File: src/rtl/lbs_pkg.sv
// Package for the LED blink sequencer: payload types, command codes and constants.
`default_nettype none
package lbs_pkg;

   localparam int LED_COUNT_DEFAULT = 2;
   localparam int LED_COUNT_MAX     = 16;
   localparam int REPORT_W          = 2;

   localparam logic [2:0] CMD_TICK   = 3'd0;
   localparam logic [2:0] CMD_ON     = 3'd1;
   localparam logic [2:0] CMD_OFF    = 3'd2;
   localparam logic [2:0] CMD_TOGGLE = 3'd3;
   localparam logic [2:0] CMD_TIMED  = 3'd4;
   localparam logic [2:0] CMD_BLINK  = 3'd5;

   localparam logic [15:0] FLASH_MAX = 16'd32767;

   typedef struct packed {
      logic [2:0]  command;
      logic        led_select;
      logic [15:0] on_time;
      logic [15:0] off_time;
      logic [15:0] flash_count;
      logic [31:0] hold_time;
   } req_type;

   typedef struct packed {
      logic [REPORT_W-1:0] led_levels;
      logic [REPORT_W-1:0] busy_mask;
   } rsp_type;

endpackage
`default_nettype wire

File: src/rtl/led_blink_sequencer_core.sv
// Top level of the LED blink sequencer: command decode, per-LED phase timers, result register.
//
// Usage:
//   req channel (req_valid/req_ready/req_data) carries one command transaction:
//   a tick advances the internal millisecond counter by one and runs the
//   phase update of every LED; on/off/toggle/timed-on/blink address one LED.
//   rsp channel (rsp_valid/rsp_ready/rsp_data) returns one transaction per
//   request: the LED levels and busy mask after that request's update.
// Output: the result is registered and appears in the cycle after the request is accepted.
// Throughput: one request per cycle while rsp_ready is high; the per-LED
//   compare and deadline add sit between the state registers and the result register.
// Stall: the result register holds while rsp_ready is low; req_ready drops
//   only while a result waits and rsp_ready is low, and rises again in the
//   cycle the result is taken.
// Reset (synchronous): counter, deadlines, times and phase counts clear,
//   LED 0 lit, others dark, no result pending.
`default_nettype none
module led_blink_sequencer_core #(
   parameter int LED_COUNT = lbs_pkg::LED_COUNT_DEFAULT
) (
   input  wire logic            clock,
   input  wire logic            reset,
   input  wire logic            req_valid,
   output logic                 req_ready,
   input  wire lbs_pkg::req_type req_data,
   output logic                 rsp_valid,
   input  wire logic            rsp_ready,
   output lbs_pkg::rsp_type     rsp_data
);
   import lbs_pkg::*;

   logic [31:0] now_ff, now_in;
   logic [31:0] deadline_ff    [LED_COUNT];
   logic [31:0] deadline_in    [LED_COUNT];
   logic [15:0] lit_time_ff    [LED_COUNT];
   logic [15:0] lit_time_in    [LED_COUNT];
   logic [15:0] dark_time_ff   [LED_COUNT];
   logic [15:0] dark_time_in   [LED_COUNT];
   logic [15:0] phases_left_ff [LED_COUNT];
   logic [15:0] phases_left_in [LED_COUNT];
   logic [LED_COUNT-1:0] level_ff, level_in;

   logic    rsp_valid_ff, rsp_valid_in;
   rsp_type rsp_data_ff, rsp_data_in;

   logic        req_fire;
   logic        is_tick;
   logic [15:0] flashes;
   logic [15:0] blink_phases;

   assign req_ready = !rsp_valid_ff || rsp_ready;
   assign req_fire  = req_valid && req_ready;
   assign is_tick   = (req_data.command == CMD_TICK);

   always_comb begin
      if (req_data.flash_count == 16'd0) begin
         flashes = 16'd1;
      end else if (req_data.flash_count > FLASH_MAX) begin
         flashes = FLASH_MAX;
      end else begin
         flashes = req_data.flash_count;
      end
      blink_phases = {flashes[14:0], 1'b0} - 16'd1;
   end

   assign now_in = is_tick ? (now_ff + 32'd1) : now_ff;

   always_comb begin
      for (int i = 0; i < LED_COUNT; i++) begin
         deadline_in[i]    = deadline_ff[i];
         lit_time_in[i]    = lit_time_ff[i];
         dark_time_in[i]   = dark_time_ff[i];
         phases_left_in[i] = phases_left_ff[i];
         level_in[i]       = level_ff[i];
         if (is_tick) begin
            if (phases_left_ff[i] != 16'd0 && now_in > deadline_ff[i]) begin
               level_in[i]       = !level_ff[i];
               deadline_in[i]    = now_in + (level_ff[i] ? {16'd0, dark_time_ff[i]}
                                                         : {16'd0, lit_time_ff[i]});
               phases_left_in[i] = phases_left_ff[i] - 16'd1;
            end
         end else if (32'(req_data.led_select) == 32'(i)) begin
            case (req_data.command)
               CMD_ON: begin
                  level_in[i] = 1'b1;
               end
               CMD_OFF: begin
                  level_in[i] = 1'b0;
               end
               CMD_TOGGLE: begin
                  level_in[i] = !level_ff[i];
               end
               CMD_TIMED: begin
                  level_in[i]       = 1'b1;
                  phases_left_in[i] = 16'd1;
                  deadline_in[i]    = now_ff + req_data.hold_time;
               end
               CMD_BLINK: begin
                  level_in[i]       = 1'b1;
                  deadline_in[i]    = now_ff + {16'd0, req_data.on_time};
                  lit_time_in[i]    = req_data.on_time;
                  dark_time_in[i]   = req_data.off_time;
                  phases_left_in[i] = blink_phases;
               end
               default: begin
               end
            endcase
         end
      end
   end

   // Report bits exist only for the first REPORT_W LEDs.
   always_comb begin
      rsp_data_in = '0;
      for (int i = 0; i < REPORT_W; i++) begin
         if (i < LED_COUNT) begin
            rsp_data_in.led_levels[i] = level_in[i];
            rsp_data_in.busy_mask[i]  = (phases_left_in[i] != 16'd0);
         end
      end
   end

   assign rsp_valid_in = req_fire || (rsp_valid_ff && !rsp_ready);

   always_ff @(posedge clock) begin
      if (reset) begin
         now_ff       <= '0;
         rsp_valid_ff <= 1'b0;
         for (int i = 0; i < LED_COUNT; i++) begin
            deadline_ff[i]    <= '0;
            lit_time_ff[i]    <= '0;
            dark_time_ff[i]   <= '0;
            phases_left_ff[i] <= '0;
            level_ff[i]       <= (i == 0);
         end
      end else begin
         rsp_valid_ff <= rsp_valid_in;
         if (req_fire) begin
            now_ff   <= now_in;
            level_ff <= level_in;
            for (int i = 0; i < LED_COUNT; i++) begin
               deadline_ff[i]    <= deadline_in[i];
               lit_time_ff[i]    <= lit_time_in[i];
               dark_time_ff[i]   <= dark_time_in[i];
               phases_left_ff[i] <= phases_left_in[i];
            end
         end
      end
   end

   always_ff @(posedge clock) begin
      if (req_fire) begin
         rsp_data_ff <= rsp_data_in;
      end
   end

   assign rsp_valid = rsp_valid_ff;
   assign rsp_data  = rsp_data_ff;

endmodule
`default_nettype wire

File: config.mk
export PLATFORM = sky130hd
export DESIGN_NAME = led_blink_sequencer_core
export DESIGN_NICKNAME = d
export VERILOG_FILES = /design/src/rtl/lbs_pkg.sv /design/src/rtl/led_blink_sequencer_core.sv
export SDC_FILE = /design/constraint.sdc
export NUM_CORES = 1
export LEC_CHECK = 0
export BUFFER_PORTS_ARGS = -buffer_cell sky130_fd_sc_hd__buf_4
export CORE_MARGIN = 5
export CORE_UTILIZATION = 45
export DETAILED_ROUTE_END_ITERATION = 6
export GPL_TIMING_DRIVEN = 0
export HOLD_SLACK_MARGIN = 0.1
export PLACE_DENSITY_LB_ADDON = 0.15
export SETUP_SLACK_MARGIN = 0.4
export SLEW_MARGIN = 20
export SYNTH_ARGS = -nofsm -noshare
export SYNTH_HDL_FRONTEND = slang
export SYNTH_SLANG_ARGS = --single-unit
File: constraint.sdc
create_clock -name clock -period 11.5 [get_ports clock]
set_input_delay 2.3 -clock clock [delete_from_list [all_inputs] [get_ports clock]]
set_output_delay 2.3 -clock clock [all_outputs]
set_load 0.02 [all_outputs]
=== Word level (Yosys, flattened, before mapping) ===
Memories as Yosys holds them, arrays and structs flattened.
Cells that the tools add are included.

* Add/sub/neg operators: 8
* $lt $le $gt $ge: 3
* Equal/unequal tests: 5
* Multiplexer cells: 54
* Bitwise operators: 8
* Reduce and logical (&&, ||, !) cells: 17

{| class="wikitable"
|+ Operator list
! operator !! number
|-
| 16-bit 2-to-1 mux || 26
|-
| 32-bit 2-to-1 mux || 9
|-
| 32-bit one-hot mux with 2 select lines || 2
|-
| 32-bit by 16-bit adder with 32-bit output || 3
|-
| 32-bit greater-than comparator || 2
|-
| 16-bit one-hot mux with 2 select lines || 2
|-
| 16-bit nonzero test || 4
|-
| 16-bit by 1-bit subtractor with 16-bit output, second input constant || 3
|-
| 32-bit by 1-bit adder with 32-bit output, second input constant || 1
|-
| 32-bit adder || 1
|-
| 15-bit 2-to-1 mux || 2
|-
| 16-bit by 15-bit greater-than comparator with 1-bit output, second input constant || 1
|-
| 16-bit zero test || 1
|-
| 1-bit 2-to-1 mux || 11
|-
| 1-bit bitwise OR || 8
|-
| 3-bit by 2-bit equality test with 1-bit output, second input constant || 2
|-
| 3-bit equality test, second input constant || 2
|-
| 1-bit one-hot mux with 3 select lines || 2
|-
| 1-bit logical AND || 4
|-
| 1-bit zero test || 4
|-
| 3-bit by 1-bit equality test with 1-bit output, second input constant || 1
|-
| 3-bit zero test || 1
|-
| 3-bit OR reduction || 1
|-
| 1-bit logical OR || 2
|}

* Flip-flop bits (word level): 39
* RAM bits: 160
* Logic and storage cells: 104
* Memories: 4

{| class="wikitable"
|+ Memories
! name !! depth !! bits a word !! rd ports !! clocked after memory_dff !! write ports !! line !! RTL
|-
| deadline_ff || 2 || 32 || 2 || 0 || 2 || led_blink_sequencer_core.sv:33 || <nowiki>logic [31:0] deadline_ff [LED_COUNT];</nowiki>
|-
| dark_time_ff || 2 || 16 || 2 || 0 || 2 || led_blink_sequencer_core.sv:37 || <nowiki>logic [15:0] dark_time_ff [LED_COUNT];</nowiki>
|-
| lit_time_ff || 2 || 16 || 2 || 0 || 2 || led_blink_sequencer_core.sv:35 || <nowiki>logic [15:0] lit_time_ff [LED_COUNT];</nowiki>
|-
| phases_left_ff || 2 || 16 || 2 || 0 || 2 || led_blink_sequencer_core.sv:39 || <nowiki>logic [15:0] phases_left_ff [LED_COUNT];</nowiki>
|}

=== Longest topological paths before layout ===
Gate-level depths: netlist (run 1).

* Word-level depth: 8
* Gate-level depth with buffers: 24
* Mapped depth without buffers: 20

=== Worst setup path after synthesis (run 1) ===
No wires, ideal clock.

* Kind: input to register
* Start point: in req_data[81] (netlist name)
* End point: mem deadline_ff[0][0] (enable)
* Arrival time: 7925 ps
* Path slack: 3110 ps
* Cell stages on the path: 20
* Cells stage by stage: buf_6 nor4b_4 nand4_2 or3_1 clkbuf_1 or2_2 inv_1 nand3_1 nor2_1 xnor2_1 inv_1 ha_1 nand4_1 nor4_1 a32oi_1 and2_1 a22oi_1 nor2_1 nor2_1 o21ai_0

{| class="wikitable"
|+ RTL lines
! item !! line !! RTL
|-
| from (decl) || led_blink_sequencer_core.sv:25 || <nowiki>input wire lbs_pkg::req_type req_data,</nowiki>
|-
| to (decl) || led_blink_sequencer_core.sv:33 ||
|}

==> impl_metrics.env, run 1 <==
export IMPL_status="finished clean"
export IMPL_yosysUniqueCellTypes=77
export IMPL_pin_count=94
export IMPL_wl_mm=46.4
export IMPL_die_area_um2=38100
export IMPL_grtUsageTotal_pct=23.8
export IMPL_dpl_hpwl_mm=36.6
export IMPL_die_w_um=195
export IMPL_synth_most_common_cell="edfxtp_1"
export IMPL_rows=67
export IMPL_clk_latency_ns=0.46
export IMPL_synth_area_leaders="edfxtp_1, ha_1, xnor2_1"
export IMPL_worst_pin_slew_ns=1.27
export IMPL_postCtsResizedCells=0
export IMPL_critical_path_buf_inv_count=5
export IMPL_cts_root_buf="clkbuf_16"
export IMPL_yosys_register_bits=199
export IMPL_leakage_nw=7.15
export IMPL_stdcell_area_um2=17400
export IMPL_final_setup_skew_ns=0.0145
export IMPL_met1_usage_pct=34.3
export IMPL_vdd_drop_max_uv=90.3
export IMPL_crit_path_cell_trace="buf_4 -> nor3_1 -> clkbuf_1 -> buf_1 -> clkbuf_1 -> buf_1 -> nand2_1 -> xnor2_1 -> ha_1 -> nand4_1 -> nor4_1 -> a32oi_1 -> and2_1 -> a22oi_1 -> nor2_1 -> mux2i_1 -> or4_1 -> nor4_1 -> nand4_1"
export IMPL_arrival_ns=9.17
export IMPL_cts_buffers_inserted=17
export IMPL_setup_violations=0
export IMPL_postSynthCellCount=1690
export IMPL_holdPathStages=2
export IMPL_first_global_vias=12675
export IMPL_die_h_um=195
export IMPL_cp_max_fo=10
export IMPL_reg2regPathDepth=21
export IMPL_drc=0
export IMPL_nNetsFinal=2027
export IMPL_cpLargestDelayFamily="simple AND/OR/NAND/NOR gates"
export IMPL_ys_warn_count=0
export IMPL_coreArea_um2=33700
export IMPL_dpl_cell_area_um2=16800
export IMPL_synth_edf_count=164
export IMPL_start_util_pct=45.8
export IMPL_cts_hold_fix_buffers=0
export IMPL_wl_per_cell_um=20.5
export IMPL_slew_violations=0
export IMPL_power_density_nw_per_um2=103
export IMPL_grtUsageMet3_pct=2.48
export IMPL_cts_tree="done"
export IMPL_vias=13294
export IMPL_syn_cell_area_um2=15400
export IMPL_period_needed_ns=9.00
export IMPL_drive_above_1_share_pct=11.5
export IMPL_cts_buffer_depth=2
export IMPL_grt_overflow=0
export IMPL_yosys_top_cells_count="edfxtp_1, nor2_1, ha_1"
export IMPL_htreeDepth=4
export IMPL_synth_area_leader_cell="edfxtp_1"
export IMPL_hp_class="flip-flop to flip-flop"
export IMPL_grt_max_degree=33
export IMPL_end_kind="flip-flop"
export IMPL_finalCritPeriodShare_pct=78.3
export IMPL_power_mw=1.80
export IMPL_busiest_layer="met2"
export IMPL_max_freq_mhz=111
export IMPL_clock_sinks=199
export IMPL_syn_area_per_cell_um2=9.13
export IMPL_async_reset_ff_share_pct=0
export IMPL_clk_pin_slew_ns=0.08
export IMPL_setup_tns_ns=0
export IMPL_hold_worst_slack_ns=0.536
export IMPL_syn_to_final_growth_pct=12.8
export IMPL_rsz0062_at_grt="no"
export IMPL_syn_num_nets=1914
export IMPL_relSlewSlack_pct=14.6
export IMPL_gp_congestion=0.916
export IMPL_cp_slowest_cell="buf_1"
export IMPL_final_cells=2264
export IMPL_grtUsageMet2_pct=38.5
export IMPL_grt_pass1_wl_mm=71.4
export IMPL_critical_path_startpoint_type="input port"
export IMPL_finalHoldViolCount=0
export IMPL_fillCellCount=3217
export IMPL_worstPathRequired_ns=11.67
export IMPL_synthFlopType="edfxtp_1"
export IMPL_ant_nets=0
export IMPL_drtIter0Drc=972
export IMPL_synth_top_cell_area_share_pct=31.9
export IMPL_max_stage_delay_ns=0.67
export IMPL_diodes=0
export IMPL_ys_seq_area_share_pct=36.5
export IMPL_drv_cap=0
export IMPL_antenna_found_initial=1
export IMPL_io_buffers=90
export IMPL_postCtsSetupBuffers=0
export IMPL_dp_cells=2232
export IMPL_first_pass_iters=5
export IMPL_path_class="input port to flip-flop"
export IMPL_worst_path_stages=19
export IMPL_vias_per_cell=5.87
==> path summary, 6_finish.rpt <==
path	from	end	slack [ns]
min	rsp_valid	rsp_valid	0.54
max	req_data[82]	rsp_data[0]	2.50
max reg2reg	now_ff[2]	rsp_data[1]	4.22
min reg2reg	rsp_valid	rsp_valid	0.54
==> cells by family after synthesis <==
| family | Yosys count | synth area share [%] |
|---|---|---|
| buffers and inverters | 178 | 4.53 |
| xor gates and xnor gates | 142 | 8.06 |
| DFF | 199 | 36.5 |
| and+or+nand+nor | 597 | 20.0 |
| adders and majority gates | 136 | 11.2 |
| muxes | 53 | 3.84 |
| AOI/OAI and AO/OA | 385 | 15.9 |
==> worst register-to-register path, delay by kind of cell, from the launching register on <==
kind,cells,cell delay (ns)
xor+xnor,1,0.26
mux,1,0.23
buf+inv,4,0.89
flops,1,0.45
simple gates,10,3.68
compound gates,4,1.16
fa+ha+maj,1,0.32
==> layout by cell type, fill, tap and decap left out, types with 58 or more instances in the layout <==
cell      count
xnor2_1      92
o21ai_0      74
ha_1        133
nand2_1     108
buf_4        92
edfxtp_1    164
nor2_1      152
a21oi_1     114
nor3_1       58
inv_1       113
==> state kept, by name (all words and copies together) (netlist names) <==
name            cells
lit_time_ff        32
rsp_data            4
rsp_valid           1
dark_time_ff       32
phases_left_ff     32
level_ff            2
deadline_ff        64
now_ff             32
==> cell type report <==
| cell class | instances | area [um^2] | share of cell area (%) |
|---|---|---|---|
| multi-input cells | 1313 | 9140 | 52.5 |
| flip-flops and latches | 199 | 5630 | 32.3 |
| repair buffers | 94 | 786 | 4.51 |
| well taps | 448 | 561 | 3.22 |
| clock buffers | 17 | 425 | 2.44 |
| inverters | 113 | 424 | 2.44 |
| plain buffers | 65 | 275 | 1.58 |
| clock inverters | 15 | 174 | 0.999 |
==> where the power goes <==
part / internal, mW / total, mW / switching (mW)
clock: 0.343 / 0.631 / 0.288
combinational: 0.128 / 0.324 / 0.197
sequential: 0.826 / 0.845 / 0.0189
total: 1.30 / 1.80 / 0.504
==> layer usage <==
layer	wire [um]	part of all wire, %	vias to the layer above
met5	0	0	-
met3	2380	5.1	55
met2	21600	47	402
met4	827	1.8	0
met1	21600	47	6377
li1	-	-	6460
==> through the flow <==
step,utilization (%),setup WS [ns]
4_1_cts,51.6,2.70
5_1_grt,51.6,2.28
2_1_floorplan,-,3.11
3_3_place_gp,49.4,-0.479
6_report,51.6,2.50
3_5_place_dp,49.9,2.23
Note: power is estimated with default switching activity, not from simulation.
==> run 2, diff against run 1 <==
- clock period: 11.5 -> 8.3 ns (I/O delays scaled with it)
==> impl_metrics.env, run 2 (synthesis results as in run 1) <==
export IMPL_p_comb_share_pct=18.1
export IMPL_reg2reg_from="now_ff[2]"
export IMPL_post_place_ws_ns=-0.331
export IMPL_switchingPower_mw=0.701
export IMPL_crit_start="req_data[82]"
export IMPL_cts_root_buf="clkbuf_16"
export IMPL_layout_common_cells="edfxtp_1, nor2_1, ha_1"
export IMPL_met1_usage_pct=34.3
export IMPL_dp_cells=2232
export IMPL_clk_pin_slew_ns=0.08
export IMPL_setup_worst_path_end="rsp_data[0]"
export IMPL_die_area_um2=38100
export IMPL_drive_above_1_share_pct=11.9
export IMPL_busiest_layer="met2"
export IMPL_grtUsageMet2_pct=38.5
export IMPL_diodes=0
export IMPL_setup_ws_ns=0.673
export IMPL_postCtsSetupBuffers=0
export IMPL_wl_mm=46.5
export IMPL_io_buffers=90
export IMPL_holdPathStages=2
export IMPL_wl_per_cell_um=20.6
export IMPL_ant_nets=0
export IMPL_vias_per_cell=5.88
export IMPL_gp_congestion=0.916
export IMPL_grt_max_degree=33
export IMPL_status="finished clean"
export IMPL_first_global_vias=12687
export IMPL_cp_max_fo=6
export IMPL_pin_count=94
export IMPL_grt_overflow=0
export IMPL_dpl_hpwl_mm=36.6
export IMPL_power_density_nw_per_um2=143
export IMPL_worstPathRequired_ns=8.48
export IMPL_nNetsFinal=2027
export IMPL_vdd_drop_max_uv=125
export IMPL_antenna_found_initial=1
export IMPL_grtUsageTotal_pct=23.8
export IMPL_start_util_pct=45.8
export IMPL_period_needed_ns=7.63
export IMPL_setup_violations=0
export IMPL_grt_pass1_wl_mm=71.5
export IMPL_coreArea_um2=33700
export IMPL_cts_buffers_inserted=17
export IMPL_die_w_um=195
export IMPL_drv_cap=0
export IMPL_final_setup_skew_ns=0.0154
export IMPL_end_kind="flip-flop"
export IMPL_p_clk_share_pct=35.1
export IMPL_r2r_slack_ns=1.60
export IMPL_cts_hold_fix_buffers=0
export IMPL_arrival_ns=7.80
export IMPL_hp_class="flip-flop to flip-flop"
export IMPL_max_freq_mhz=131
export IMPL_drc=0
export IMPL_path_class="input port to flip-flop"
export IMPL_finalHoldViolCount=0
export IMPL_relSlewSlack_pct=23.8
export IMPL_setup_tns_ns=0
export IMPL_clock_sinks=199
export IMPL_finalCritPeriodShare_pct=91.9
export IMPL_reg2regPathDepth=21
export IMPL_regMostFlops="deadline_ff"
export IMPL_switching_share_pct=28.1
export IMPL_grtUsageMet3_pct=2.52
export IMPL_cts_buffer_depth=2
export IMPL_die_h_um=195
export IMPL_final_cells=2264
export IMPL_rsz0062_at_grt="yes"
export IMPL_slew_violations=0
export IMPL_htreeDepth=4
export IMPL_internal_power_mw=1.80
export IMPL_syn_to_final_growth_pct=13.1
export IMPL_rows=67
export IMPL_first_pass_iters=5
export IMPL_clk_latency_ns=0.46
export IMPL_critical_path_startpoint_type="input port"
export IMPL_regToRegEndpoint="rsp_data[0]"
export IMPL_cts_tree="done"
export IMPL_largest_reg_flops=64
export IMPL_leakage_nw=7.17
export IMPL_vias=13313
export IMPL_mostFrequentLayoutCell="edfxtp_1"
export IMPL_drtIter0Drc=1047
export IMPL_p_seq_share_pct=46.9
export IMPL_worst_pin_slew_ns=1.14
==> run 2: cell type report <==
cell class / instances / area, um^2
Clock buffer: 17 / 425
Fill cell: 3212 / 16300
Multi-Input combinational cell: 1313 / 9170
Tap cell: 448 / 561
Sequential cell: 199 / 5630
Timing Repair Buffer: 94 / 786
Inverter: 113 / 424
Clock inverter: 15 / 174
Buffer: 65 / 279
==> run 2: worst max-delay path: stages <==
cell and delay, ns:
buf_4 0.15, nor4b_4 0.44, nand4_2 0.29, or3_1 0.37, clkbuf_1 0.19, or2_2 0.37, inv_1 0.06, nand3_1 0.16
nor2_1 0.18, xnor2_1 0.26, inv_1 0.16, ha_1 0.33, nand4_1 0.26, nor4_2 0.62, a32oi_1 0.23, and2_1 0.23
a22oi_1 0.46, nor2_1 0.21, mux2i_1 0.16, or4_1 0.49, nor4_1 0.34, nand4_1 0.16
==> run 2: routing by layer <==
| layer | share of wire, % | up-vias |
|---|---|---|
| met3 | 4.9 | 58 |
| li1 | - | 6463 |
| met1 | 47 | 6398 |
| met5 | 0 | - |
| met2 | 47 | 394 |
| met4 | 1.7 | 0 |
==> run 2: worst min path at each step <==
stage,end,slack [ns],startpoint
after global routing,rsp_valid,0.57,rsp_valid
final,rsp_valid,0.54,rsp_valid
after CTS,rsp_valid,0.54,rsp_valid
after floorplan,now_ff[13],0.50,now_ff[13]
after global placement,rsp_valid,0.52,rsp_valid
after detailed placement,rsp_valid,0.53,rsp_valid
==> run 2: repair_timing <==
item / 4_1_cts / 5_1_grt
endpoints found under the setup margin: 2 / 12
endpoints found under the hold margin: 0 / 0
resized for setup: 4 / 7
==> run 2: power by group through the flow <==
stage / combinational [mW] / sequential (mW) / clock [mW]
floorplan: 0.284 / 1.19 / 0
global placement: 0.430 / 1.20 / 0
detailed placement: 0.444 / 1.19 / 0
CTS: 0.448 / 1.17 / 0.890
global route: 0.494 / 1.18 / 0.927
finish: 0.452 / 1.17 / 0.876
==> run 2: per-stage QoR <==
| step | area (um^2) | power (mW) | utilization (%) | hold slack [ns] |
|---|---|---|---|---|
| CTS | 17400 | 2.51 | 51.7 | 0.541 |
| detailed placement | 16800 | 1.64 | 49.9 | 0.530 |
| finish | 17400 | 2.50 | 51.7 | 0.536 |
| global route | 17400 | 2.60 | 51.7 | 0.572 |
| floorplan | 15400 | 1.47 | - | 0.496 |
| global placement | 16700 | 1.63 | 49.4 | 0.517 |
==> run 3, diff against run 2 <==
- CTS_BUF_LIST: not set -> sky130_fd_sc_hd__clkbuf_4 sky130_fd_sc_hd__clkbuf_8
==> impl_metrics.env, run 3 (synthesis results as in run 1) <==
export IMPL_r2r_slack_ns=1.58
export IMPL_reg2regPathDepth=21
export IMPL_die_h_um=195
export IMPL_drc=0
export IMPL_crit_path_cell_trace="buf_4 -> nor4b_4 -> nand4_2 -> or3_1 -> clkbuf_1 -> or2_2 -> inv_1 -> nand3_1 -> nor2_1 -> xnor2_1 -> inv_1 -> ha_1 -> nand4_1 -> nor4_2 -> o21a_1 -> o21ai_2 -> clkbuf_2 -> o211ai_1 -> o221ai_1 -> a2111oi_0 -> nand4b_1 -> or3_1"
export IMPL_cts_tree="done"
export IMPL_regMostFlops="deadline_ff"
export IMPL_grtUsageTotal_pct=23.8
export IMPL_rsz0062_at_grt="no"
export IMPL_drtIter0Drc=961
export IMPL_finalCritPeriodShare_pct=91.4
export IMPL_coreArea_um2=33700
export IMPL_max_stage_delay_ns=0.78
export IMPL_dpl_hpwl_mm=36.6
export IMPL_hp_start="rsp_valid"
export IMPL_vias=13301
export IMPL_start_util_pct=45.8
export IMPL_vdd_drop_max_uv=76.6
export IMPL_wl_mm=46.4
export IMPL_syn_to_final_growth_pct=11.8
export IMPL_regToRegEndpoint="rsp_data[1]"
export IMPL_io_buffers=90
export IMPL_stdcell_area_um2=17200
export IMPL_postCtsSetupBuffers=0
export IMPL_antenna_found_initial=2
export IMPL_slew_violations=0
export IMPL_arrival_ns=7.83
export IMPL_critical_path_buf_inv_count=5
export IMPL_layout_common_cells="edfxtp_1, nor2_1, ha_1"
export IMPL_rows=67
export IMPL_cts_hold_fix_buffers=0
export IMPL_dp_cells=2232
export IMPL_ant_nets=0
export IMPL_cts_buffer_depth=2
export IMPL_min_to="rsp_valid"
export IMPL_worst_pin_slew_ns=1.14
export IMPL_grt_max_degree=33
export IMPL_finalHoldViolCount=0
export IMPL_end_kind="flip-flop"
export IMPL_dpl_cell_area_um2=16800
export IMPL_die_area_um2=38100
export IMPL_reg2reg_from="now_ff[2]"
export IMPL_drv_cap=0
export IMPL_clk_latency_ns=0.51
export IMPL_gp_congestion=0.916
export IMPL_htreeDepth=4
export IMPL_postCtsResizedCells=2
export IMPL_grt_overflow=0
export IMPL_first_global_vias=12642
export IMPL_grt_pass1_wl_mm=71.3
export IMPL_cp_max_fo=10
export IMPL_pin_count=94
export IMPL_power_mw=2.29
export IMPL_vias_per_cell=5.87
export IMPL_wl_per_cell_um=20.5
export IMPL_final_cells=2265
export IMPL_clk_pin_slew_ns=0.11
export IMPL_final_setup_skew_ns=0.0222
export IMPL_power_density_nw_per_um2=133
export IMPL_first_pass_iters=5
export IMPL_period_needed_ns=7.59
export IMPL_cp_slowest_cell="nor4_2"
export IMPL_cpLargestDelayFamily="simple AND/OR/NAND/NOR gates"
export IMPL_die_w_um=195
export IMPL_critical_path_startpoint_type="input port"
export IMPL_cts_buffers_inserted=17
export IMPL_clock_sinks=199
export IMPL_worstPathRequired_ns=8.54
export IMPL_max_freq_mhz=132
export IMPL_path_class="input port to flip-flop"
export IMPL_relSlewSlack_pct=24.0
export IMPL_cts_root_buf="clkbuf_8"
export IMPL_drive_above_1_share_pct=11.9
export IMPL_mostFrequentLayoutCell="edfxtp_1"
export IMPL_nNetsFinal=2027
export IMPL_largest_reg_flops=64
export IMPL_status="finished clean"
export IMPL_hp_class="flip-flop to flip-flop"
export IMPL_setup_violations=0
export IMPL_hold_worst_slack_ns=0.541
export IMPL_leakage_nw=7.08
export IMPL_holdPathStages=2
-- run 3: changes by cell type in the layout (fill, tap and decap cells not counted), sizes merged --
| cell | before | now |
|---|---|---|
| diode | 0 | 1 |
-- run 3: layout make-up --
cell class	instances	area, um^2
Multi-Input combinational cell	1313	9160
Clock inverter	15	174
Inverter	113	424
Sequential cell	199	5630
Clock buffer	17	234
Fill cell	3245	16500
Timing Repair Buffer	94	786
Antenna cell	1	2.50
Buffer	65	279
Tap cell	448	561
-- run 3: worst register-to-register path, cell delays in order (launching register included) --
cell and delay, ns:
dfxtp_1 0.47, nor4b_4 0.41, nand4_2 0.30, or3_1 0.38
clkbuf_1 0.19, or2_2 0.37, inv_1 0.06, nand3_1 0.16
nor2_1 0.18, xnor2_1 0.26, inv_1 0.16, ha_1 0.32
nand4_1 0.21, nor4_2 0.78, o21a_1 0.24, o21ai_2 0.14
clkbuf_2 0.28, o211ai_1 0.22, o221ai_1 0.18, a2111oi_0 0.56
nand4b_1 0.14, or3_1 0.46
-- run 3: layer usage --
metal / up-vias / GRT usage (%) / wire length [um]
met5: - / 0 / 0
met4: 0 / 6.03 / 773
met3: 58 / 2.57 / 2470
met2: 418 / 38.5 / 21600
met1: 6369 / 34.2 / 21500
li1: 6456 / - / -
-- run 3: worst max-delay path by stage --
stage / start / endpoint / slack, ns / depth (start not counted)
floorplan: req_data[81] / deadline_ff[0][0] / 0.55 / 20
detailed placement: req_data[82] / rsp_data[0] / -0.33 / 19
CTS: req_data[82] / rsp_data[1] / 0.45 / 23
finish: req_data[82] / rsp_data[1] / 0.71 / 22
global route: req_data[82] / rsp_data[1] / 0.41 / 23
global placement: req_data[82] / deadline_ff[0][20] / -3.04 / 17
-- run 3: power by group --
| group | total (mW) | switching (mW) | internal [mW] |
|---|---|---|---|
| registers | 1.17 | 0.0263 | 1.14 |
| clock network | 0.673 | 0.375 | 0.298 |
| logic | 0.451 | 0.274 | 0.177 |
-- run 3: stage by stage --
step           utilization (%)  setup TNS (ns)  setup WS [ns]
5_1_grt                   51.2               0          0.413
3_3_place_gp              49.4          -97.62          -3.04
6_report                  51.2               0          0.714
4_1_cts                   51.1               0          0.447
2_1_floorplan                -               0          0.550
3_5_place_dp              49.9          -0.583         -0.331
